### config.mk
export PLATFORM = sky130hd
export DESIGN_NAME = lbp_queue
export DESIGN_NICKNAME = d
export VERILOG_FILES = /design/src/rtl/lbp_pkg.sv /design/src/rtl/lbp_queue.sv
export SDC_FILE = /design/constraint.sdc
export NUM_CORES = 1
export LEC_CHECK = 0
export BUFFER_PORTS_ARGS = -buffer_cell sky130_fd_sc_hd__buf_2
export CORE_MARGIN = 5
export CORE_UTILIZATION = 55
export DETAILED_ROUTE_END_ITERATION = 10
export PLACE_DENSITY = 0.79
export SYNTH_ARGS = -nofsm -noshare
export SYNTH_HDL_FRONTEND = slang
export SYNTH_SLANG_ARGS = --single-unit
### constraint.sdc
create_clock -name clk -period 2.2 [get_ports clk]
set_input_delay 0.22 -clock clk [delete_from_list [all_inputs] [get_ports clk]]
set_output_delay 0.22 -clock clk [all_outputs]
set_load 0.005 [all_outputs]
### src/rtl/lbp_pkg.sv
// Package with constants and types of the 3x3 LBP code stream.
`timescale 1ns / 1ps
package lbp_pkg;

	localparam int MAX_LINE    = 1024;
	localparam int PIXEL_BITS  = 8;
	localparam int CODE_BITS   = 8;
	localparam int COL_BITS    = $clog2(MAX_LINE);
	localparam int FILL_BITS   = COL_BITS + 1;
	localparam int WIDTH_BITS  = 11;
	localparam int HEIGHT_BITS = 16;
	localparam int LINE_WORD   = 2 * PIXEL_BITS;
	localparam int WIN_CELLS   = 6;

	localparam int Q_DEPTH    = 4;
	localparam int Q_PTR_BITS = $clog2(Q_DEPTH);
	localparam int Q_CNT_BITS = $clog2(Q_DEPTH + 1);

	localparam int APB_DATA_BITS = 32;
	localparam int ADDR_BITS     = 3;
	localparam int REG_SEL_BIT   = 2;

	// Register indexes, taken from the word address.
	localparam logic REG_LINE_WIDTH   = 1'b0;
	localparam logic REG_FRAME_HEIGHT = 1'b1;

	localparam logic [WIDTH_BITS-1:0]  LINE_WIDTH_RST   = 11'd640;
	localparam logic [HEIGHT_BITS-1:0] FRAME_HEIGHT_RST = 16'd480;
	localparam logic [WIDTH_BITS-1:0]  WIDTH_MIN        = 11'd3;
	localparam logic [HEIGHT_BITS-1:0] HEIGHT_MIN       = 16'd3;

	typedef struct packed {
		logic [WIDTH_BITS-1:0]  line_width;
		logic [HEIGHT_BITS-1:0] frame_height;
	} lbp_cfg_t;

	// One classified pixel with its column from the line stores.
	typedef struct packed {
		logic [PIXEL_BITS-1:0] pixel;
		logic [PIXEL_BITS-1:0] top;
		logic [PIXEL_BITS-1:0] mid;
		logic                  emit;
		logic                  row_end;
		logic                  frame_end;
	} lbp_item_t;

endpackage

### src/rtl/lbp_queue.sv
// Short queue of classified pixels between the front and back ends.
`timescale 1ns / 1ps
module lbp_queue (
	input  logic                           clk,
	input  logic                           arst_n,
	input  logic                           push,
	input  lbp_pkg::lbp_item_t             push_item,
	input  logic                           pop,
	output lbp_pkg::lbp_item_t             head_item,
	output logic                           not_empty,
	output logic [lbp_pkg::Q_CNT_BITS-1:0] level
);
	import lbp_pkg::*;

	lbp_item_t             entry_q [Q_DEPTH];
	logic [Q_PTR_BITS-1:0] wr_ptr_q;
	logic [Q_PTR_BITS-1:0] rd_ptr_q;
	logic [Q_CNT_BITS-1:0] level_q;

	function automatic logic [Q_PTR_BITS-1:0] ptr_inc(input logic [Q_PTR_BITS-1:0] p);
		logic [Q_PTR_BITS-1:0] n;
		n = (p == Q_PTR_BITS'(Q_DEPTH - 1)) ? '0 : p + Q_PTR_BITS'(1);
		return n;
	endfunction

	always_ff @(posedge clk or negedge arst_n) begin
		if (!arst_n) begin
			wr_ptr_q <= '0;
			rd_ptr_q <= '0;
			level_q  <= '0;
		end else begin
			if (push) begin
				wr_ptr_q <= ptr_inc(wr_ptr_q);
			end
			if (pop) begin
				rd_ptr_q <= ptr_inc(rd_ptr_q);
			end
			if (push && !pop) begin
				level_q <= level_q + Q_CNT_BITS'(1);
			end else if (pop && !push) begin
				level_q <= level_q - Q_CNT_BITS'(1);
			end
		end
	end

	always_ff @(posedge clk) begin
		if (push) begin
			entry_q[wr_ptr_q] <= push_item;
		end
	end

	assign head_item = entry_q[rd_ptr_q];
	assign not_empty = level_q != '0;
	assign level     = level_q;
endmodule

-- Word level (Yosys, flattened, before mapping)
Memory sizes are Yosys's and may differ from the RTL's.
Index checks and enable logic that the tools add are counted.
- output and inout port bits: 31
- bits in registers: 7
- memories kept: 1
- RAM bits: 108
- bits in read-only memories: 0
- bits in latches: 0
- input bits: 31
- memories (name ; depth ; width ; rd ports ; clocked after memory_dff ; wr ports ; line ; RTL):
    entry_q ; 4 ; 27 ; 1 ; 0 ; 1 ; lbp_queue.sv:15 ; lbp_item_t entry_q [Q_DEPTH];
- add/sub/neg operators: 4
- magnitude comparators: 0
- eq/ne operators: 2
- mux-type cells: 6
- multipliers: 0
- bitwise logic cells: 0
- shifts and indexed selects: 0
- reductions and logical operators: 6
- divide/modulo/power cells: 0
- operators by type and width (operator ; count):
    two-way mux 3 bit ; 2
    adder 2 x 1 -> 2 bit, second input constant ; 2
    equality test 2 bit, second input constant ; 2
    two-way mux 2 bit ; 2
    adder 3 x 1 -> 3 bit, second input constant ; 1
    nonzero test 3 bit ; 1
    subtractor 3 x 1 -> 3 bit, second input constant ; 1
    logical AND 1 bit ; 2
    zero test 1 bit ; 2
    two-way mux 1 bit ; 2
    nonzero test 2 bit ; 1

-- Depth between registers and ports, before layout
Gate-level depths: netlist (run 1).
- word-level depth: 4
- depth in mapped cells: 7
- mapped depth without buffers: 7

-- Least setup slack after synthesis (run 1)
No wires, ideal clock.
- path type: register to register
- start point: reg wr_ptr_q[0]
- end point: mem entry_q[2][0] (netlist name) (enable)
- arrival: 1.299 ns
- data required time: 1.814 ns
- stages on the path, launching flop included: 4
- period minus slack after synthesis: 1.685 ns
- buffers on the path: 0
- library setup time: 0.386 ns
- slack: 0.515 ns
- path through: dfrtp_1 > inv_1 > ha_1 > and2_1
- RTL lines (item ; line ; RTL):
    start: declaration ; lbp_queue.sv:16 ; logic [Q_PTR_BITS-1:0] wr_ptr_q;
    start signal: assignment ; lbp_queue.sv:33 ; wr_ptr_q <= ptr_inc(wr_ptr_q);
    end: declaration ; lbp_queue.sv:15 ;
No word-level cell before the write port.

==> reports/metrics.yaml, run 1 <==
post-place-ws_ns: 0.413
hold_path_class: "in2reg"
final_common_cell: "edfxtp_1"
status: "complete, no violations"
rows: 32
wl_met1_mm: 3.18
die_area_mm2: 0.00972
drt_iter0_markers: 130
period_minus_slack_ns: 2.07
setup_viol: 0
setup_ws_ns: 0.126
path_buf_inv: 2
synthesis.nets: 215
ys_seq_area_frac: 0.792
antenna_left: 0
setup_tns_ns: 0
met3RoutedLength_um: 409
worst_setup_path_end_kind: "output pin"
critical_path_class: "reg2out"
cts_tree: "done"
dp.cells: 344
h-tree-depth: 4
die_height_um: 98.6
gr-total-overflow: 0
crit_path_top_delay_cell: "mux4_1"
finalHoldViolCount: 0
grt_max_degree: 24
cts.sinks: 115
pin_count: 62
slew_headroom: 0.782
area_delta_synth_final_pct: 31.9
pwr-share-seq: 0.401
syn-cell-area_mm2: 0.00432
required_ns: 1.98
clk_pin_slew_ns: 0.06
portBuffers: 61
power_switching_w: 0.00201
final_cells: 406
worstSetupStartpointType: "register"
power_frac_comb: 0.253
layout.nets: 329
drt_drc_violations_left: 0
final.period_utilization: 0.943
max_stage_delay_ns: 0.55
fmax_mhz: 482
grtUsageTotal: 0.185
ys_ff_latch: 115
path_delay_family: "multiplexers"
cp.arrival_ns: 1.85
grt_pass1_vias: 2428
synthCells: 177
drive_gt1_frac: 0.444
via_per_inst: 5.28
antenna_found_initial: 0
sw_frac_of_total: 0.268
slew_viol_final: 0
intPower_w: 0.00548
maxCapViolCount: 0
firstDrtPassIters: 4
vias: 2142
coreArea_mm2: 0.00769
dpl.hpwl_mm: 4.73
antennaDiodeCount: 0
crit_fanout: 6
cts_buffer_depth: 2
clk_latency_ns: 0.50
initial_utilization: 0.561
drt-total-wl_mm: 8.10
hold_ws_ns: 0.0132
grt_pass1_wl_mm: 13.1
routabilityCongestion: 0.693
pwr-share-clk: 0.346
dr.max_layer_used: "met4"
cts_root_buf: "clkbuf_8"
cp_cell_sequence: "buf_4 -> mux4_1 -> buf_2"
cts_buffers: 17
p_leak_nw: 2.07
yosys_warnings: 0
ys_types: 20
rsz0062_at_grt: "no"
syn_avg_cell_area_um2: 24.4
die_width_um: 98.6
dr_wl_met2_mm: 4.42
skew_ns: 0.00669
post_drt_wl_per_cell_um: 19.9
total_power_w: 0.00749
pwr_density_cell_mw_per_mm2: 1320
tightest_slew_ns: 0.327
final_cell_mix: "edfxtp_1 (108), buf_2 (61), dlygate4sd3_1 (28)"
peakVddDrop_mv: 0.925
sequential cells by signal, indices dropped and copies added, names as in the netlist:
signal    cells
entry_q     108
level         3
rd_ptr_q      2
wr_ptr_q      2
cell usage after synthesis (all sizes together):
library cell	number	area [um2]
mux4	27	612
buf	6	53.8
dfrtp	7	175
nand2	1	3.75
mux2	3	33.8
or3	1	6.26
fa	1	20.0
nor2	2	7.51
edfxtp	108	3240
o21ai	2	10.0
xnor2	1	8.76
xor2	2	17.5
ha	6	75.1
inv	5	18.8
and2	4	25.0
nand3	1	5.00
stage by stage:
step	instance area, um2	utilization
after CTS	5690	0.740
after floorplan	4320	-
after global routing	5690	0.740
after detailed placement	4820	0.627
after global placement	4820	0.627
final	5690	0.740
cell type report:
class	count	area (um2)
Clock buffer	17	414
Clock inverter	15	158
Fill cell	451	2000
Inverter	5	18.8
Multi-Input combinational cell	51	825
Sequential cell	115	3420
Tap cell	102	128
Timing Repair Buffer	101	726
timing repair:
action                                  CTS  global route
hold buffers                             28             0
endpoints found under the setup margin   19             0
hold endpoints to repair                115             0
setup buffers                             2             0
gates resized for setup                   1             0
power by group through the flow:
stage / registers, W / logic (W) / clock network, W
final: 0.00300 / 0.00190 / 0.00259
after global placement: 0.00305 / 0.00177 / 0
after global routing: 0.00304 / 0.00208 / 0.00274
after detailed placement: 0.00307 / 0.00180 / 0
after CTS: 0.00300 / 0.00193 / 0.00262
after floorplan: 0.00296 / 0.00116 / 0
final timing paths:
path                       depth (start not counted)                  endpoint               startpoint  slack, ns
min                                                2   rd_ptr_q[1]$_DFFE_PN0P_                      pop       0.01
max in group asynchronous                          2   rd_ptr_q[0]$_DFFE_PN0P_                   arst_n       1.92
max                                                3             head_item[24]  rd_ptr_q[0]$_DFFE_PN0P_       0.13
min reg2reg                                        1      level[2]$_DFFE_PN0P_     level[2]$_DFFE_PN0P_       0.50
max reg2reg                                        4  entry_q[2][11]$_DFFE_PP_  wr_ptr_q[0]$_DFFE_PN0P_       0.65
min in group asynchronous                          2      level[0]$_DFFE_PN0P_                   arst_n       0.09
cells by family after synthesis:
kind of cell	synth area share
AOI/OAI and AO/OA	0.00232
xor gates and xnor gates	0.00609
adders and majority gates	0.0220
buffers and inverters	0.0168
DFF	0.792
muxes	0.150
and+or+nand+nor	0.0110
routing by layer:
layer	up-vias	GRT usage
met5	-	0
met4	0	0.0578
met3	7	0.0651
met2	68	0.311
met1	1097	0.226
li1	970	-
No activity file was read; power rests on OpenSTA's default activity.
==> run 2: changes to the inputs <==
- CORE_UTILIZATION: 55 -> 40
- PLACE_DENSITY: 0.79 -> default
- PLACE_DENSITY_LB_ADDON: default -> 0.08
==> reports/metrics.yaml, run 2 (synthesis gave the netlist of run 1 again) <==
cts.sinks: 115  # unchanged
fin_util: 0.539  # -0.201
pwr_density_cell_mw_per_mm2: 1300  # -1.4%
rsz0062_at_grt: "no"
crit_fanout: 7  # +1
rr_worst_depth: 4  # unchanged
pin_count: 62  # unchanged
setup_tns_ns: 0  # unchanged
area_delta_synth_final_pct: 33.6
status: "complete, no violations"
initial_utilization: 0.403  # -0.158
portBuffers: 61  # unchanged
endpoint: "head_item[24]"
grtUsageTotal: 0.129  # -0.0555
cts_buffers: 17  # unchanged
coreArea_mm2: 0.0107  # +39%
antenna_found_initial: 0  # unchanged
fill_cells: 861  # +91%
die_area_mm2: 0.0130  # +33%
antenna_left: 0  # unchanged
startpoint: "rd_ptr_q[0]$_DFFE_PN0P_"
seq_area_mm2: 0.00342  # about the same
clk_pin_slew_ns: 0.06  # about the same
post_drt_wl_per_cell_um: 17.0  # -15%
post-place-ws_ns: 0.457  # +0.0439 ns
die_height_um: 114  # +16%
skew_ns: 0.00764  # +0.000952 ns
die_width_um: 114  # +16%
vias: 2103  # -1.8%
setup_ws_ns: 0.153  # +0.0260 ns
drt_iter0_markers: 134  # +3.1%
grt_max_degree: 22  # -8.3%
max_stage_delay_ns: 0.55  # about the same
critical_path_class: "reg2out"
dpl.hpwl_mm: 4.80  # +1.5%
ctsResizeCount: 0  # -1
h-tree-depth: 4  # unchanged
final_common_cell: "edfxtp_1"
cts_buffer_depth: 2  # unchanged
required_ns: 1.98  # about the same
cp_cell_sequence: "buf_4 -> mux4_1 -> buf_2"
antennaDiodeCount: 0  # unchanged
largest-register: "entry_q"
layout.nets: 330  # +0.30%
maxCapViolCount: 0  # unchanged
path_delay_family: "multiplexers"
crit_path_top_delay_cell: "mux4_1"
peakVddDrop_mv: 0.583  # -37%
cts_root_buf: "clkbuf_8"
r2r-start: "wr_ptr_q[0]$_DFFE_PN0P_"
final.period_utilization: 0.931  # -0.0118
regToRegSetupSlack_ns: 0.64  # about the same
hold_path_class: "in2async"
path_buf_inv: 2  # unchanged
multiInputGateArea_um2: 830  # +0.61%
fmax_mhz: 488  # +1.3%
cts_tree: "done"
finalHoldViolCount: 0  # unchanged
largest_reg_flops: 108  # unchanged
grt_pass1_wl_mm: 12.2  # -7.2%
period_minus_slack_ns: 2.05  # -0.0260 ns
routabilityCongestion: 0.652  # -5.9%
cp.arrival_ns: 1.83  # -0.02 ns
via_per_inst: 4.73  # -10%
worstSetupStartpointType: "register"
clk_latency_ns: 0.51  # about the same
grt_pass1_vias: 2272  # -6.4%
p_leak_nw: 2.08  # +0.69%
slew_headroom: 0.750  # -0.0322
drt_drc_violations_left: 0  # unchanged
path_depth: 3  # unchanged
setup_viol: 0  # unchanged
rows: 38  # +19%
final_cell_mix: "edfxtp_1 (108), buf_2 (61), dlygate4sd3_1 (30)"
r2r_end: "entry_q[2][13]$_DFFE_PP_"
worst_setup_path_end_kind: "output pin"
firstDrtPassIters: 4  # unchanged
hold_ws_ns: 0.0828  # +0.0696 ns
drive_gt1_frac: 0.452  # +0.00838
drt-total-wl_mm: 7.58  # -6.4%
gr-total-overflow: 0  # unchanged
tightest_slew_ns: 0.375  # +0.0483 ns
slew_viol_final: 0  # unchanged
[run 2: cell types whose count changed in the layout (fill, tap and decap cells not counted)]
cell	change
clkinvlp_4	-2
inv_8	+1
clkinv_2	-2
buf_4	-1
dfrtp_2	+1
dlygate4sd3_1	+2
inv_6	+3
and2_1	-4
and2_2	+4
dfrtp_4	-1
[run 2: how the worst min path moves through the flow]
stage / endpoint / slack [ns] / start
after CTS: level[2]$_DFFE_PN0P_ / 0.06 / arst_n
final: level[2]$_DFFE_PN0P_ / 0.08 / arst_n
after floorplan: level[0]$_DFFE_PN0P_ / -0.08 / arst_n
after detailed placement: level[2]$_DFFE_PN0P_ / 0.07 / arst_n
after global placement: level[2]$_DFFE_PN0P_ / 0.07 / arst_n
after global routing: level[2]$_DFFE_PN0P_ / 0.09 / arst_n
[run 2: worst reg2reg max path: stages, from the launching register on]
cell	delay, ns
dfrtp_1	0.40
inv_1	0.13
ha_1	0.15
and2_2	0.37
buf_12	0.22
[run 2: cell type report]
class,count,share of cell area
clock buffers,17,0.0718
flip-flops and latches,115,0.593
well taps,140,0.0304
repair buffers,102,0.128
inverters,5,0.00326
multi-input cells,51,0.144
clock inverters,15,0.0295
[run 2: routing by layer]
metal	GRT usage	part of all wire	vias to the layer above	wire [um]
met1	0.168	0.45	1067	3430
met5	0	0	-	0
met3	0.0419	0.050	6	380
met2	0.201	0.49	55	3690
li1	-	-	975	-
met4	0.0546	0.010	0	76
[run 2: what timing repair did]
item | in CTS | in global routing
setup endpoints to repair | 21 | 0
hold buffers | 30 | 0
setup buffers | 1 | 0
hold endpoints to repair | 118 | 0
[run 2: per-stage QoR]
| stage | instance area, um2 | instances | total power (W) |
|---|---|---|---|
| after floorplan | 4320 | 177 | 0.00413 |
| after global placement | 4870 | 382 | 0.00486 |
| after detailed placement | 4870 | 382 | 0.00488 |
| after CTS | 5770 | 445 | 0.00762 |
| after global routing | 5770 | 445 | 0.00789 |
| final | 5770 | 445 | 0.00748 |
[run 2: where the power goes]
part           total, W  internal [W]  switching [W]
Clock           0.00265       0.00164        0.00101
Sequential      0.00295       0.00282       0.000125
Combinational   0.00189       0.00101       0.000876
Total           0.00748       0.00547        0.00201
==> run 3: changes to the inputs <==
- ABC_AREA: default -> 1
==> reports/metrics.yaml, run 3 <==
status: "complete, no violations"
initial_utilization: 0.411  # +0.00730
layout.nets: 479  # +45%
drt-total-wl_mm: 8.95  # +18%
rows: 39  # +2.6%
fin_util: 0.510  # -0.0292
synth_top_flop_cell: "edfxtp_1"
pwr_density_cell_mw_per_mm2: 1360  # +4.5%
worstSetupStartpointType: "register"
final_cells: 598  # +34%
slew_headroom: 0.720  # -0.0293
synth_area_leader_cell: "edfxtp_1"
ys_ff_latch: 115  # unchanged
drt_iter0_markers: 144  # +7.5%
cts_buffers: 17  # unchanged
yosysMostFrequentCell: "edfxtp_1"
clk_latency_ns: 0.40  # -0.11 ns
largest-register: "entry_q"
drt_drc_violations_left: 0  # unchanged
dp.cells: 564  # +48%
h-tree-depth: 4  # unchanged
hold_path_class: "in2reg"
largest_reg_flops: 108  # unchanged
cp_cell_sequence: "clkinv_2 -> buf_4 -> nand2_1 -> o211ai_1 -> nand2_1 -> buf_2"
synthesis.nets: 403  # +87%
grt_max_degree: 69  # +210%
ys_seq_area_frac: 0.723  # -0.0694
peakVddDrop_mv: 0.521  # -11%
crit_fanout: 41  # +34
setup_tns_ns: 0  # unchanged
grtUsageTotal: 0.135  # +0.00566
path_buf_inv: 3  # +1
die_area_mm2: 0.0141  # +8.7%
syn_avg_cell_area_um2: 13.0  # -47%
rsz0062_at_grt: "no"
drive_gt1_frac: 0.244  # -0.208
synth_top_area_share: 0.686  # -0.0658
finalHoldViolCount: 0  # unchanged
clk_pin_slew_ns: 0.05  # about the same
coreArea_mm2: 0.0115  # +7.6%
cts_root_buf: "clkbuf_16"
ys_types: 20  # unchanged
fmax_mhz: 516  # +5.6%
via_per_inst: 4.68  # -0.99%
grt_pass1_wl_mm: 14.5  # +19%
grt_pass1_vias: 2785  # +23%
die_width_um: 119  # +4.3%
ctsResizeCount: 0  # unchanged
placed_area_mm2: 0.00525  # +7.7%
period_minus_slack_ns: 1.94  # -0.108 ns
required_ns: 1.98  # about the same
worst_setup_path_end_kind: "output pin"
slew_viol_final: 0  # unchanged
vias: 2798  # +33%
crit_path_top_delay_cell: "dfrtp_1"
ys_async_sr_fraction: 0.0609  # unchanged
p_leak_nw: 2.48  # +19%
final.period_utilization: 0.882  # -0.0490
synth_edf_count: 108  # unchanged
cts.sinks: 115  # unchanged
hold_ws_ns: 0.0342  # -0.0485 ns
gr-total-overflow: 0  # unchanged
dpl.hpwl_mm: 5.65  # +18%
final_cell_mix: "edfxtp_1 (108), nand2_1 (96), inv_1 (65)"
crit_path_frequent_cell: "nand2_1"
firstDrtPassIters: 4  # unchanged
fill_cells: 1024  # +19%
skew_ns: 0.00789  # +0.000248 ns
area_delta_synth_final_pct: 24.1
cts_buffer_depth: 2  # unchanged
synthCells: 365  # +110%
pin_count: 62  # unchanged
cts_post_setup_buffers_inserted: 0  # -1
ys_top_cells_by_count: "edfxtp_1 (108), nand2_1 (96), inv_1 (65)"
antenna_found_initial: 0  # unchanged
final_common_cell: "edfxtp_1"
portBuffers: 61  # unchanged
fin_area_mm2: 0.00587  # +1.8%
cp.arrival_ns: 1.72  # -0.11 ns
critical_path_class: "reg2out"
max_stage_delay_ns: 0.41  # -0.14 ns
ys_top_cells_by_area: "edfxtp_1 (69%), nand2_1 (7.6%), o211ai_1 (7.1%)"
cts_tree: "done"
tightest_slew_ns: 0.419  # +0.0434 ns
yosys_warnings: 0  # unchanged
cts_hold_buf: 1  # -97%
maxCapViolCount: 0  # unchanged
setup_viol: 0  # unchanged
syn-cell-area_mm2: 0.00473  # +9.6%
die_height_um: 119  # +4.3%
post_drt_wl_per_cell_um: 15.0  # -12%
antenna_left: 0  # unchanged
path_delay_family: "buffers and inverters"
routabilityCongestion: 0.709  # +8.8%
run 3: changes by cell type after synthesis, moves of 2 or more:
cell,delta
buf_6,+2
xor2_1,-2
mux4_2,-26
inv_2,+2
o211ai_2,+9
buf_2,+6
inv_1,+60
o211ai_1,+45
and2_1,-4
nand2_1,+95
mux2_2,-3
clkbuf_1,+2
run 3: path summary, 6_finish.rpt:
check	slack (ns)	to	cells after the start	from
worst max-delay path	0.26	head_item[23]	6	rd_ptr_q[0]$_DFFE_PN0P_
worst min-delay path	0.03	entry_q[1][12]$_DFFE_PP_	1	push_item[12]
worst max register to register	0.65	entry_q[2][8]$_DFFE_PP_	5	wr_ptr_q[0]$_DFFE_PN0P_
worst min register to register	0.50	level[2]$_DFFE_PN0P_	2	level[2]$_DFFE_PN0P_
max in group asynchronous	1.86	level[2]$_DFFE_PN0P_	2	arst_n
min in group asynchronous	0.18	wr_ptr_q[0]$_DFFE_PN0P_	2	arst_n
run 3: final cells by class:
cell class | instances | area (um2) | share of cell area
clock inverter | 10 | 158 | 0.0269
inverter | 67 | 253 | 0.0431
tap | 143 | 179 | 0.0305
sequential | 115 | 3420 | 0.582
antenna | 1 | 2.50 | 0.000426
timing repair buffer | 73 | 448 | 0.0763
multi-input combinational | 167 | 958 | 0.163
clock buffer | 22 | 454 | 0.0774
run 3: worst register-to-register path, cell delays in order (launching register included):
cell and delay [ns]:
dfrtp_1 0.42, inv_1 0.10, ha_1 0.15, nand2_1 0.04, inv_1 0.31, buf_4 0.24
run 3: kinds of logic after synthesis:
kind of cell | synth area share
xor+xnor | 0.00185
simple gates | 0.0802
flops | 0.723
buf+inv | 0.0746
compound gates | 0.101
fa+ha+maj | 0.0201
run 3: power by group:
part	internal, W	switching (W)
Combinational	0.000834	0.00134
Sequential	0.00286	0.000133
Clock	0.00192	0.000884
Total	0.00561	0.00235
run 3: per-layer routing:
layer	GRT usage	wire length (um)	part of all wire
met1	0.168	4060	0.45
met2	0.215	4320	0.48
met3	0.0521	475	0.053
met4	0.0478	104	0.012
met5	0	0	0
run 3: metrics by stage:
stage / total power, W / worst slack [ns]
after floorplan: 0.00438 / 0.628
after global placement: 0.00524 / 0.655
after detailed placement: 0.00527 / 0.640
after CTS: 0.00811 / 0.242
after global routing: 0.00847 / 0.0905
final: 0.00796 / 0.260
