<file path="config.mk">
export PLATFORM = sky130hd
export DESIGN_NAME = lbp_back_flat
export DESIGN_NICKNAME = d
export VERILOG_FILES = /design/src/rtl/lbp_pkg.sv /design/src/rtl/lbp_stream_if.sv /design/src/rtl/lbp_back.sv /design/src/flat_wrapper.sv
export SDC_FILE = /design/constraint.sdc
export NUM_CORES = 1
export LEC_CHECK = 0
export BUFFER_PORTS_ARGS = -buffer_cell sky130_fd_sc_hd__buf_2
export CAP_MARGIN = 20
export CORE_UTILIZATION = 55
export DETAILED_ROUTE_END_ITERATION = 8
export HOLD_SLACK_MARGIN = 0.1
export PLACE_DENSITY = 0.86
export SLEW_MARGIN = 20
export SYNTH_ARGS = -nofsm -noshare
export SYNTH_HDL_FRONTEND = slang
export SYNTH_SLANG_ARGS = --single-unit
</file>
<file path="constraint.sdc">
create_clock -name clk -period 2.93 [get_ports clk]
set_clock_uncertainty 0.2 [all_clocks]
set_input_delay 0.586 -clock clk [delete_from_list [all_inputs] [get_ports clk]]
set_output_delay 0.586 -clock clk [all_outputs]
set_load 0.005 [all_outputs]
</file>
<file path="src/rtl/lbp_pkg.sv">
// Package with constants and types of the 3x3 LBP code stream.
`timescale 1ns / 1ps
package lbp_pkg;

	localparam int MAX_LINE    = 1024;
	localparam int PIXEL_BITS  = 8;
	localparam int CODE_BITS   = 8;
	localparam int COL_BITS    = $clog2(MAX_LINE);
	localparam int FILL_BITS   = COL_BITS + 1;
	localparam int WIDTH_BITS  = 11;
	localparam int HEIGHT_BITS = 16;
	localparam int LINE_WORD   = 2 * PIXEL_BITS;
	localparam int WIN_CELLS   = 6;

	localparam int Q_DEPTH    = 4;
	localparam int Q_PTR_BITS = $clog2(Q_DEPTH);
	localparam int Q_CNT_BITS = $clog2(Q_DEPTH + 1);

	localparam int APB_DATA_BITS = 32;
	localparam int ADDR_BITS     = 3;
	localparam int REG_SEL_BIT   = 2;

	// Register indexes, taken from the word address.
	localparam logic REG_LINE_WIDTH   = 1'b0;
	localparam logic REG_FRAME_HEIGHT = 1'b1;

	localparam logic [WIDTH_BITS-1:0]  LINE_WIDTH_RST   = 11'd640;
	localparam logic [HEIGHT_BITS-1:0] FRAME_HEIGHT_RST = 16'd480;
	localparam logic [WIDTH_BITS-1:0]  WIDTH_MIN        = 11'd3;
	localparam logic [HEIGHT_BITS-1:0] HEIGHT_MIN       = 16'd3;

	typedef struct packed {
		logic [WIDTH_BITS-1:0]  line_width;
		logic [HEIGHT_BITS-1:0] frame_height;
	} lbp_cfg_t;

	// One classified pixel with its column from the line stores.
	typedef struct packed {
		logic [PIXEL_BITS-1:0] pixel;
		logic [PIXEL_BITS-1:0] top;
		logic [PIXEL_BITS-1:0] mid;
		logic                  emit;
		logic                  row_end;
		logic                  frame_end;
	} lbp_item_t;

endpackage

</file>
<file path="src/rtl/lbp_stream_if.sv">


interface lbp_code_if;
	import lbp_pkg::*;
	logic                 valid;
	logic                 ready;
	logic [CODE_BITS-1:0] lbp_code;
	logic                 last_in_row;
	logic                 last_in_frame;
	modport source (output valid, output lbp_code, output last_in_row, output last_in_frame,
		input ready);
	modport sink (input valid, input lbp_code, input last_in_row, input last_in_frame,
		output ready);
endinterface

</file>
<file path="src/rtl/lbp_back.sv">
// Back end: slides the 3x3 window, forms the LBP code and holds the output.
`timescale 1ns / 1ps
module lbp_back (
	input  logic               clk,
	input  logic               arst_n,
	input  lbp_pkg::lbp_item_t head_item,
	input  logic               not_empty,
	output logic               pop,
	lbp_code_if.source         codes
);
	import lbp_pkg::*;

	// Cells 0..2: column c-2 top, middle, bottom; cells 3..5: column c-1.
	logic [PIXEL_BITS-1:0] win_q [WIN_CELLS];
	logic                  out_valid_q;
	logic [CODE_BITS-1:0]  code_q;
	logic                  last_row_q;
	logic                  last_frame_q;
	logic [CODE_BITS-1:0]  code;
	logic [PIXEL_BITS-1:0] ctr;

	assign pop = not_empty && (!out_valid_q || codes.ready);
	assign ctr = win_q[4];

	always_comb begin
		code[7] = win_q[0] > ctr;
		code[6] = win_q[3] > ctr;
		code[5] = head_item.top > ctr;
		code[4] = head_item.mid > ctr;
		code[3] = head_item.pixel > ctr;
		code[2] = win_q[5] > ctr;
		code[1] = win_q[2] > ctr;
		code[0] = win_q[1] > ctr;
	end

	always_ff @(posedge clk or negedge arst_n) begin
		if (!arst_n) begin
			out_valid_q <= 1'b0;
			for (int i = 0; i < WIN_CELLS; i++) begin
				win_q[i] <= '0;
			end
		end else begin
			if (pop && head_item.emit) begin
				out_valid_q <= 1'b1;
			end else if (codes.ready) begin
				out_valid_q <= 1'b0;
			end
			if (pop) begin
				win_q[0] <= win_q[3];
				win_q[1] <= win_q[4];
				win_q[2] <= win_q[5];
				win_q[3] <= head_item.top;
				win_q[4] <= head_item.mid;
				win_q[5] <= head_item.pixel;
			end
		end
	end

	always_ff @(posedge clk) begin
		if (pop && head_item.emit) begin
			code_q       <= code;
			last_row_q   <= head_item.row_end;
			last_frame_q <= head_item.row_end && head_item.frame_end;
		end
	end

	assign codes.valid         = out_valid_q;
	assign codes.lbp_code      = code_q;
	assign codes.last_in_row   = last_row_q;
	assign codes.last_in_frame = last_frame_q;
endmodule

</file>
<file path="src/flat_wrapper.sv">
// flat-port wrapper written by rule: the top's interface ports become plain ports
module lbp_back_flat import lbp_pkg::*;
  (clk, arst_n, head_item, not_empty, pop, codes_valid, codes_lbp_code, codes_last_in_row, codes_last_in_frame, codes_ready);
  lbp_code_if codes_i ();
  input  logic clk;
  input  logic arst_n;
  input  lbp_pkg::lbp_item_t head_item;
  input  logic not_empty;
  output logic pop;
  output wire logic [$bits(codes_i.valid)-1:0] codes_valid;
  output wire logic [$bits(codes_i.lbp_code)-1:0] codes_lbp_code;
  output wire logic [$bits(codes_i.last_in_row)-1:0] codes_last_in_row;
  output wire logic [$bits(codes_i.last_in_frame)-1:0] codes_last_in_frame;
  input wire logic [$bits(codes_i.ready)-1:0] codes_ready;
  assign codes_valid = codes_i.valid;
  assign codes_lbp_code = codes_i.lbp_code;
  assign codes_last_in_row = codes_i.last_in_row;
  assign codes_last_in_frame = codes_i.last_in_frame;
  assign codes_i.ready = codes_ready;
  lbp_back u_core (.clk(clk), .arst_n(arst_n), .head_item(head_item), .not_empty(not_empty), .pop(pop), .codes(codes_i));
endmodule
</file>
Word level (Yosys, flattened, before mapping)
Cells that the tools add are included.
{"block": "totals", "reg_bits": 59, "output_inout_bits": 12, "inputBits": 31, "wordCells": 26}
{"block": "classes", "mux": 2, "magnitude_cmp": 8, "n_reduce_logical": 6}
{"operator": "$gt A8 B8 Y1", "count": 8}
{"operator": "$logic_and A1 B1 Y1", "count": 3}
{"operator": "$mux W1", "count": 2}
{"operator": "$reduce_bool A2 Y1", "count": 1}
{"operator": "$logic_not A1 Y1", "count": 1}
{"operator": "$logic_or A1 B1 Y1", "count": 1}

Logic depth before layout (Yosys ltp)
Gate-level depths: netlist of run 1.
{"block": "logic_depth", "word_depth": 5, "ltp_mapped": 6, "mapped_depth_nobuf": 6}

Worst setup path before layout of run 1
Ideal clock, no wire load.
{"block": "synth_timing", "path_type": "in2out", "start": "input port codes_ready", "end": "output port pop", "t_required_ps": 2144, "n_path_buf": 2, "arrival_ps": 1125, "path_stages": 5, "slack_ps": 1019, "path_cell_list": "nand2b_4 -> nand2_4 -> inv_2 -> buf_6 -> buf_6"}
{"block": "synth_between", "elab_chain_len": 2}
{"element": "start, declared", "line_no": "flat_wrapper.sv:14", "source": "input wire logic [$bits(codes_i.ready)-1:0] codes_ready;"}
{"element": "$logic_or A1 B1 Y1", "line_no": "lbp_back.sv:22", "source": "assign pop = not_empty && (!out_valid_q || codes.ready);"}
{"element": "$logic_and A1 B1 Y1", "line_no": "lbp_back.sv:22"}
{"element": "end, declared", "line_no": "flat_wrapper.sv:9", "source": "output logic pop;"}
No other way between the ends.

Worst setup path in the final report of run 1
{"block": "layout_timing", "start": "register u_core.out_valid_q (netlist: u_core.codes.valid)", "end": "output port pop"}
{"block": "layout_between", "elab_chain_len": 3}
{"element": "start, declared", "line_no": "lbp_back.sv:15", "source": "logic out_valid_q;"}
{"element": "start signal, assigned", "line_no": "lbp_back.sv:38", "source": "out_valid_q <= 1'b0;"}
{"element": "start signal, assigned", "line_no": "lbp_back.sv:44", "source": "out_valid_q <= 1'b1;"}
{"element": "start signal, assigned", "line_no": "lbp_back.sv:46", "source": "out_valid_q <= 1'b0;"}
{"element": "$logic_not A1 Y1", "line_no": "lbp_back.sv:22"}
{"element": "$logic_or A1 B1 Y1", "line_no": "lbp_back.sv:22"}
{"element": "$logic_and A1 B1 Y1", "line_no": "lbp_back.sv:22"}
No other way between the ends.

==> out/results.txt, run 1 <==
status: finished clean
Worst Max-Slew Pin Slew: 0.6438 ns
pwr dens: 609.7 nW/um^2
GPL Wtd Cong: 0.8420
net total in the final layout: 452
Pre-antenna DRT Iters: 4
post-detail-place hpwl: 5.209 mm
vias in the first global route: 2608
starting density of the core: 58.55%
total power: 2.426 mW
CP Class: register to output pin
Mapped Avg Cell Area: 11.52 sq um
Layout fillers: 469
DRT Wirelength: 7.249 mm
mapped cell area: 3548 sq um
Clock power frac: 27.1%
switching share of power: 31.50%
pin count of the biggest net entering global routing: 50
Main synth FF type: dfrtp_1
Root Buffer: clkbuf_8
RSZ-0062 raised after global routing: no
Required @ worst endpoint: 2.14 ns
Setup crit end kind: output pin
Switching Power: 0.7643 mW
count leader, synth: ha_1
initial antenna violation count: 0
Yosys Warn Count: 0
combinational power share: 29.7%
sequential-to-total area share from yosys stat: 43.02%
Max FO, Critical Path: 12
GRT Util Overall: 24.37%
Hold Crit Class: primary input to asynchronous set/reset pin
Synth Net Count: 403
mux cell area share after synthesis: 9.309%
core area: 6061 sq um
Tcrit/Tclk final: 72.32%
Rows: 28
critical path arrival: 1.33 ns
CTS clk-pin slew, worst paths: 0.07 ns
area grow syn2layout: 12.13%
EDFF count, synth: 10
leak pwr: 1.860 nW
cell count after synthesis: 308
post-route setup TNS: 0 ns
main combinational cell family by area after synthesis: adder cells
Final Critical Period: 2.119 ns
asr flop ratio synth: 83.05%
Slew Limit Fails: 0
Num CTS Buffers: 9
CTS tree: done
DRT iter0 DRCs: 101
leading area contributor after synthesis: dfrtp_1
Post-Layout Cell Count: 437
post-synth cell types: 21
final hold slack: 0.1423 ns
# resized after CTS: 0
die area: 6777 sq um
Fin. Hold Viols: 0
Startpoint Class: register
Die H: 82.32 microns
maximum vdd drop: 0.3494 mV
Adder-Cell Fraction of Synth Area: 22.57%
DP Cell Count: 421
Clk Latency, worst-skew pair: 0.34 ns
CTS max path bufs: 2
top cells by area, synth: dfrtp_1, ha_1, edfxtp_1, mux2_2, a21oi_1
layout cells sized above 1: 26.52%
global-route wire length before repair: 11.87 mm
wire length per cell: 16.59 microns
clk sink count: 59
H-tree Lvls: 3
Pint: 1.662 mW
Post-DRT Antenna Nets: 0
post-synthesis simple-gate area fraction: 8.463%
hold buffers post-CTS: 0
fmax: 471.9 MHz
# diodes: 0
grt ovf: 0
XOR/XNOR Fraction of Synth Area: 0%
sequential power share: 43.2%
synthesized flop and latch total: 59
Compound-Gate Fraction of Synth Area: 13.08%
number of port buffers: 42
detailed-route vias per instance: 5.847
Vias: 2555
Die Width: 82.32 microns
worst rel slew slack: 57.08%
Final setup viols: 0
Post-CTS Setup Repair Bufs: 0
# Max-Cap Violations: 0
IO Count: 43
Synth top cells by count: ha_1, dfrtp_1, a21oi_1, nand2_1, mux2_2
post-synth top area share: 34.56%
DR DRC count: 0
==> per-stage QoR <==
| step | cell area, sq um | util, % | setup slack, ns |
|---|---|---|---|
| after floorplan | 3548 | - | 1.019 |
| after global placement | 3809 | 62.84 | 0.8792 |
| after detailed placement | 3809 | 62.84 | 0.8501 |
| after CTS | 3979 | 65.65 | 0.7933 |
| after global routing | 3979 | 65.65 | 0.7471 |
| final | 3979 | 65.65 | 0.8110 |
==> power groups by stage <==
stage          clock, mW  combinational (mW)  sequential [mW]
6_report           0.657               0.721             1.05
2_1_floorplan          0               0.526             1.04
5_1_grt            0.710               0.823             1.06
3_3_place_gp           0               0.662             1.06
3_5_place_dp           0               0.719             1.06
4_1_cts            0.673               0.726             1.05
==> metal layers <==
metal	global-route usage, %	wire (microns)	part of all wire [%]	vias up
li1	-	-	-	1246
met1	29.46	3175	44	1227
met2	41.98	3533	49	71
met3	7.033	441	6.1	11
met4	7.193	99	1.4	0
met5	0	0	0	-
==> layout make-up <==
| class | count | area, sq um | area share (%) |
|---|---|---|---|
| tap | 75 | 93.84 | 2.358 |
| inverter | 16 | 60.06 | 1.509 |
| sequential | 59 | 1526 | 38.36 |
| clock buffer | 16 | 170.2 | 4.277 |
| multi-input combinational | 226 | 1896 | 47.64 |
| timing repair buffer | 45 | 232.7 | 5.849 |
==> cell usage in the layout, fill, tap and decap left out, types with 8 or more instances in the layout <==
cell / netlist / layout
a21oi_1: 32 / 32
buf_2: 2 / 42
clkbuf_8: 0 / 11
dfrtp_1: 49 / 49
edfxtp_1: 10 / 10
ha_1: 64 / 64
inv_1: 15 / 15
mux2_2: 24 / 24
nand2_1: 30 / 30
nand4_1: 16 / 16
nor2b_1: 8 / 8
o211ai_1: 8 / 8
o21ai_0: 19 / 19
o21ai_2: 9 / 9
o22a_1: 8 / 8
==> registers in the layout, summed over array words and instances, names as in the netlist <==
name	cells
u_core.codes.last_in_row	1
u_core.codes.valid	1
u_core.ctr	8
u_core.codes.lbp_code	8
u_core.codes.last_in_frame	1
u_core.win_q	40
==> worst max-delay path, cell delays in order (launching register included) <==
cell and delay, ns:
dfrtp_1 0.40, nand2b_4 0.09, nand2_4 0.06, inv_2 0.26
buf_2 0.18
==> path summary, 6_finish.rpt <==
| path | startpoint | slack [ns] | cells past startpoint | end |
|---|---|---|---|---|
| max in group asynchronous | arst_n | 1.95 | 2 | u_core.win_q[18]$_DFFE_PN0N_ |
| hold / removal | arst_n | 0.14 | 2 | u_core.ctr[3]$_DFFE_PN0N_ |
| setup / recovery | u_core.codes.valid$_DFFE_PN0P_ | 0.81 | 4 | pop |
| min in group clk | head_item[1] | 0.23 | 1 | u_core.codes.last_in_row$_DFFE_PP_ |
| hold reg to reg | u_core.win_q[39]$_DFFE_PN0N_ | 0.29 | 2 | u_core.win_q[39]$_DFFE_PN0N_ |
| setup reg to reg | u_core.ctr[1]$_DFFE_PN0N_ | 0.90 | 6 | u_core.codes.lbp_code[2]$_DFFE_PP_ |
==> logic make-up after synthesis <==
group | after synthesis
adders and majority gates | 64
AOI/OAI and AO/OA | 76
DFF | 59
and+or+nand+nor | 58
buffers and inverters | 23
muxes | 28
Note: power is estimated with default switching activity, not from simulation.
==> run 2, diff against run 1 <==
- clock period: 2.93 -> 2.1 ns (I/O delays scaled with it)
==> out/results.txt, run 2 (synthesis results as in run 1) <==
grt ovf: 0 (unchanged)
Num CTS Buffers: 9 (unchanged)
core area: 6061 sq um (unchanged)
Post-CTS Setup Repair Bufs: 0 (unchanged)
Startpoint Class: register
worst setup path start: u_core.codes.valid$_DFFE_PN0P_
GRT Util Overall: 25.26% (+0.89 points)
crit path max-delay cell type: dfrtp_1
hold buffers post-CTS: 2 (+2)
post-detail-place hpwl: 5.732 mm (+10%)
commonest non-fill, non-tap cell in the layout: ha_1
H-tree Lvls: 3 (unchanged)
Tcrit/Tclk final: 95.55%
IO Count: 43 (unchanged)
maximum vdd drop: 0.6260 mV (+79%)
vias in the first global route: 2721 (+4.3%)
# Max-Cap Violations: 0 (unchanged)
Layout fillers: 448 (-4.5%)
pin count of the biggest net entering global routing: 50 (unchanged)
commonest non-fill, non-tap cells in the layout: ha_1, dfrtp_1, buf_2
initial antenna violation count: 0 (unchanged)
Clk Latency, worst-skew pair: 0.33 ns (about the same)
Hold Crit Class: primary input to register
# resized after CTS: 0 (unchanged)
Slowest Stage Delay on Critical Path: 0.40 ns (about the same)
DR DRC count: 0 (unchanged)
Setup crit end kind: output pin
final hold slack: 0.1074 ns (-0.03487 ns)
starting density of the core: 58.55% (unchanged)
CTS max path bufs: 2 (unchanged)
Slew Limit Fails: 0 (unchanged)
post-layout util: 67.86% (+2.2 points)
largest reg by FF count: u_core.win_q
fmax: 498.4 MHz
layout cells sized above 1: 28.95% (+2.4 points)
leak pwr: 1.936 nW (+4.1%)
RSZ-0062 raised after global routing: no
Worst Hold Launch: head_item[2]
Worst Max-Slew Pin Slew: 0.5351 ns (-0.1087 ns)
net total in the final layout: 463 (+2.4%)
post-route setup TNS: 0 ns (unchanged)
max reg flops: 40 (unchanged)
Max FO, Critical Path: 11 (-1)
Pre-antenna DRT Iters: 4 (unchanged)
global-route wire length before repair: 12.45 mm (+4.9%)
area occupied by multi-input gates: 1896 sq um (unchanged)
detailed-route vias per instance: 5.810 (-0.62%)
pwr dens: 851.1 nW/um^2 (+40%)
DRT Wirelength: 7.558 mm (+4.3%)
Final setup viols: 0 (unchanged)
worst-path cell chain: nand2b_4 -> nand2_4 -> inv_2 -> buf_2
Final Critical Period: 2.006 ns
CTS clk-pin slew, worst paths: 0.06 ns (about the same)
CP Class: register to output pin
number of port buffers: 42 (unchanged)
area grow syn2layout: 15.90%
Vias: 2603 (+1.9%)
CTS tree: done
Root Buffer: clkbuf_8
status: finished clean
Die H: 82.32 microns (unchanged)
GPL Wtd Cong: 0.8633 (+2.5%)
Die Width: 82.32 microns (unchanged)
DRT iter0 DRCs: 94 (-6.9%)
total power: 3.500 mW (+44%)
Required @ worst endpoint: 1.48 ns (-0.66 ns)
# diodes: 0 (unchanged)
die area: 6777 sq um (unchanged)
critical path arrival: 1.39 ns (+0.06 ns)
worst rel slew slack: 64.29% (+7.2 points)
Fin. Hold Viols: 0 (unchanged)
clk sink count: 59 (unchanged)
beginning of the worst register-to-register path: u_core.ctr[2]$_DFFE_PN0N_
sequential cell area: 1526 sq um (unchanged)
Rows: 28 (unchanged)
wire length per cell: 16.87 microns (+1.7%)
Post-DRT Antenna Nets: 0 (unchanged)
[run 2: cell count changes in the layout (fill, tap and decap cells not counted), sizes merged]
cell         change
buf              +9
dlygate4sd3      +2
clkbuf           -1
clkinv           +1
[run 2: final timing paths]
path                                                       to  slack [ns]  depth (start not counted)
max in group asynchronous        u_core.win_q[45]$_DFFE_PN0N_        1.07                          3
min reg2reg                      u_core.win_q[35]$_DFFE_PN0N_        0.29                          2
max reg2reg                u_core.codes.lbp_code[2]$_DFFE_PP_        0.18                          5
min in group asynchronous        u_core.win_q[38]$_DFFE_PN0N_        0.40                          3
max                                                       pop        0.09                          4
min                            u_core.codes.valid$_DFFE_PN0P_        0.11                          3
[run 2: metrics by stage]
| stage | cell area, sq um | instances | setup WS (ns) |
|---|---|---|---|
| floorplan | 3548 | 308 | 0.3293 |
| CTS | 4113 | 448 | 0.07740 |
| global route | 4113 | 448 | 0.01609 |
| detailed placement | 3901 | 430 | 0.1947 |
| global placement | 3901 | 430 | 0.2849 |
| finish | 4113 | 448 | 0.09354 |
[run 2: layer usage]
layer  up-vias  share of wire, %  wire (microns)  GRT usage [%]
met2        70                48            3610          41.65
met3        12               4.6             349          7.033
met4         0               1.2              90          6.667
li1       1264                 -               -              -
met5         -                 0               0              0
met1      1257                46            3507          32.60
[run 2: power breakdown]
| group | switching (mW) | leakage [nW] | total (mW) | internal [mW] |
|---|---|---|---|---|
| registers | 0.113 | 0.681 | 1.47 | 1.35 |
| clock network | 0.433 | 0.0997 | 0.990 | 0.557 |
| logic | 0.545 | 1.15 | 1.04 | 0.498 |
| total | 1.09 | 1.94 | 3.50 | 2.41 |
[run 2: area by class of cell]
class | count | share of cell area, %
clock inverter | 1 | 0.1217
clock buffer | 15 | 4.533
timing repair buffer | 56 | 8.397
tap | 75 | 2.282
sequential | 59 | 37.12
multi-input combinational | 226 | 46.09
inverter | 16 | 1.460
[run 2: critical path: cells and delay by family (launching register included)]
family                 cells  cell delay (ns)
buffers and inverters      2             0.43
and+or+nand+nor            2             0.21
DFF                        1             0.40
==> run 3, diff against run 2 <==
- REMOVE_ABC_BUFFERS: default -> 1
==> out/results.txt, run 3 (synthesis results as in run 1) <==
status: finished clean
H-tree Lvls: 3 (unchanged)
max reg flops: 40 (unchanged)
Root Buffer: clkbuf_8
area occupied by multi-input gates: 1896 sq um (unchanged)
Hold Crit Class: primary input to register
Slew Limit Fails: 0 (unchanged)
GPL Wtd Cong: 0.8190 (-5.1%)
GRT Util Overall: 24.43% (-0.83 points)
pin count of the biggest net entering global routing: 50 (unchanged)
CTS clk-pin slew, worst paths: 0.07 ns (about the same)
DRT iter0 DRCs: 119 (+27%)
critical path arrival: 1.28 ns (-0.11 ns)
CTS max path bufs: 2 (unchanged)
initial antenna violation count: 0 (unchanged)
M1 GR Usage: 26.71% (-5.9 points)
Worst Max-Slew Pin Slew: 0.5390 ns (+0.003937 ns)
# resized after CTS: 0 (unchanged)
pwr dens: 841.2 nW/um^2 (-1.2%)
starting density of the core: 58.55% (unchanged)
RSZ-0062 raised after global routing: no
Tcrit/Tclk final: 90.38% (-5.2 points)
total power: 3.456 mW (-1.3%)
DR DRC count: 0 (unchanged)
Num CTS Buffers: 9 (unchanged)
clk sink count: 59 (unchanged)
largest reg by FF count: u_core.win_q
Die Width: 82.32 microns (unchanged)
post-layout util: 67.80% (about the same)
GR peak layer: met2
Required @ worst endpoint: 1.48 ns (about the same)
worst setup path start: u_core.codes.valid$_DFFE_PN0P_
flop-to-flop setup slack: 0.22 ns (+0.04 ns)
Rows: 28 (unchanged)
GRT met3 Usage: 6.923% (-0.11 points)
wire length per cell: 16.29 microns (-3.4%)
maximum vdd drop: 0.4746 mV (-24%)
detailed-route vias per instance: 5.874 (+1.1%)
Worst Hold Launch: head_item[9]
Final setup viols: 0 (unchanged)
die area: 6777 sq um (unchanged)
# Max-Cap Violations: 0 (unchanged)
Fin. Hold Viols: 0 (unchanged)
layout cells sized above 1: 28.11% (-0.85 points)
worst rel slew slack: 64.06% (-0.22 points)
post-route setup TNS: 0 ns (unchanged)
Pre-antenna DRT Iters: 4 (unchanged)
commonest non-fill, non-tap cell in the layout: ha_1
number of port buffers: 42 (unchanged)
vias in the first global route: 2699 (-0.81%)
DRT Wirelength: 7.250 mm (-4.1%)
Final Critical Period: 1.898 ns (-0.1086 ns)
grt met2 use: 43.97% (+2.3 points)
Reg2Reg Depth: 7 (+2)
Post-DRT Antenna Nets: 0 (unchanged)
CTS tree: done
Clk Latency, worst-skew pair: 0.34 ns (about the same)
# diodes: 0 (unchanged)
end point of the critical path: pop
Max FO, Critical Path: 11 (unchanged)
net total in the final layout: 460 (-0.65%)
beginning of the worst register-to-register path: u_core.ctr[1]$_DFFE_PN0N_
CP Class: register to output pin
hold buffers post-CTS: 3 (+1)
post-detail-place hpwl: 5.420 mm (-5.4%)
global-route wire length before repair: 11.96 mm (-4.0%)
commonest non-fill, non-tap cells in the layout: ha_1, dfrtp_1, buf_2
sequential cell area: 1526 sq um (unchanged)
fmax: 526.9 MHz (+5.7%)
IO Count: 43 (unchanged)
R2R Path End: u_core.codes.lbp_code[4]$_DFFE_PP_
Vias: 2614 (+0.42%)
leak pwr: 1.926 nW (-0.51%)
area grow syn2layout: 15.80% (about the same)
Startpoint Class: register
grt ovf: 0 (unchanged)
Layout fillers: 454 (+1.3%)
Post-CTS Setup Repair Bufs: 0 (unchanged)
Setup crit end kind: output pin
core area: 6061 sq um (unchanged)
Die H: 82.32 microns (unchanged)
==> run 3: cell types whose count changed in the layout (fill, tap and decap cells not counted) <==
cell / before / now
clkbuf_8: 13 / 12
dlygate4sd3_1: 2 / 3
buf_12: 2 / 4
clkinv_2: 1 / 2
buf_4: 10 / 4
==> run 3: worst min-delay path by stage <==
stage | endpoint | slack [ns] | cells after the start
CTS | u_core.ctr[1]$_DFFE_PN0N_ | 0.11 | 3
finish | u_core.ctr[6]$_DFFE_PN0N_ | 0.11 | 3
global placement | u_core.win_q[20]$_DFFE_PN0N_ | 0.22 | 2
floorplan | u_core.codes.valid$_DFFE_PN0P_ | -0.08 | 0
detailed placement | u_core.win_q[21]$_DFFE_PN0N_ | 0.23 | 2
global route | u_core.ctr[5]$_DFFE_PN0N_ | 0.11 | 3
==> run 3: critical path, stage by stage, from the launching register on <==
cell	delay (ns)
dfrtp_1	0.40
nand2b_4	0.09
nand2_4	0.13
inv_2	0.17
buf_2	0.14
==> run 3: layout make-up <==
cell class / instances / area share [%]
Timing Repair Buffer: 53 / 8.526
Clock buffer: 14 / 4.202
Multi-Input combinational cell: 226 / 46.13
Inverter: 16 / 1.462
Clock inverter: 2 / 0.2436
Sequential cell: 59 / 37.15
Tap cell: 75 / 2.284
==> run 3: where the power goes <==
group,switching [mW],internal [mW]
sequential,0.111,1.35
clock,0.425,0.522
combinational,0.539,0.504
total,1.08,2.38
==> run 3: metrics by stage <==
| stage | cells | setup WS [ns] | hold slack (ns) | cell area, sq um |
|---|---|---|---|---|
| after detailed placement | 426 | 0.2168 | 0.2288 | 3896 |
| final | 445 | 0.2021 | 0.1103 | 4109 |
| after global placement | 426 | 0.2704 | 0.2247 | 3896 |
| after global routing | 445 | 0.1021 | 0.1076 | 4109 |
| after CTS | 445 | 0.1710 | 0.1051 | 4109 |
| after floorplan | 301 | 0.2688 | -0.07559 | 3482 |
==> run 3: per-layer routing <==
layer	vias to the layer above	share of wire (%)	routed length, microns
met5	-	0	0
met4	0	2.5	179
met3	18	3.9	281
met2	66	52	3769
met1	1267	42	3020
li1	1263	-	-
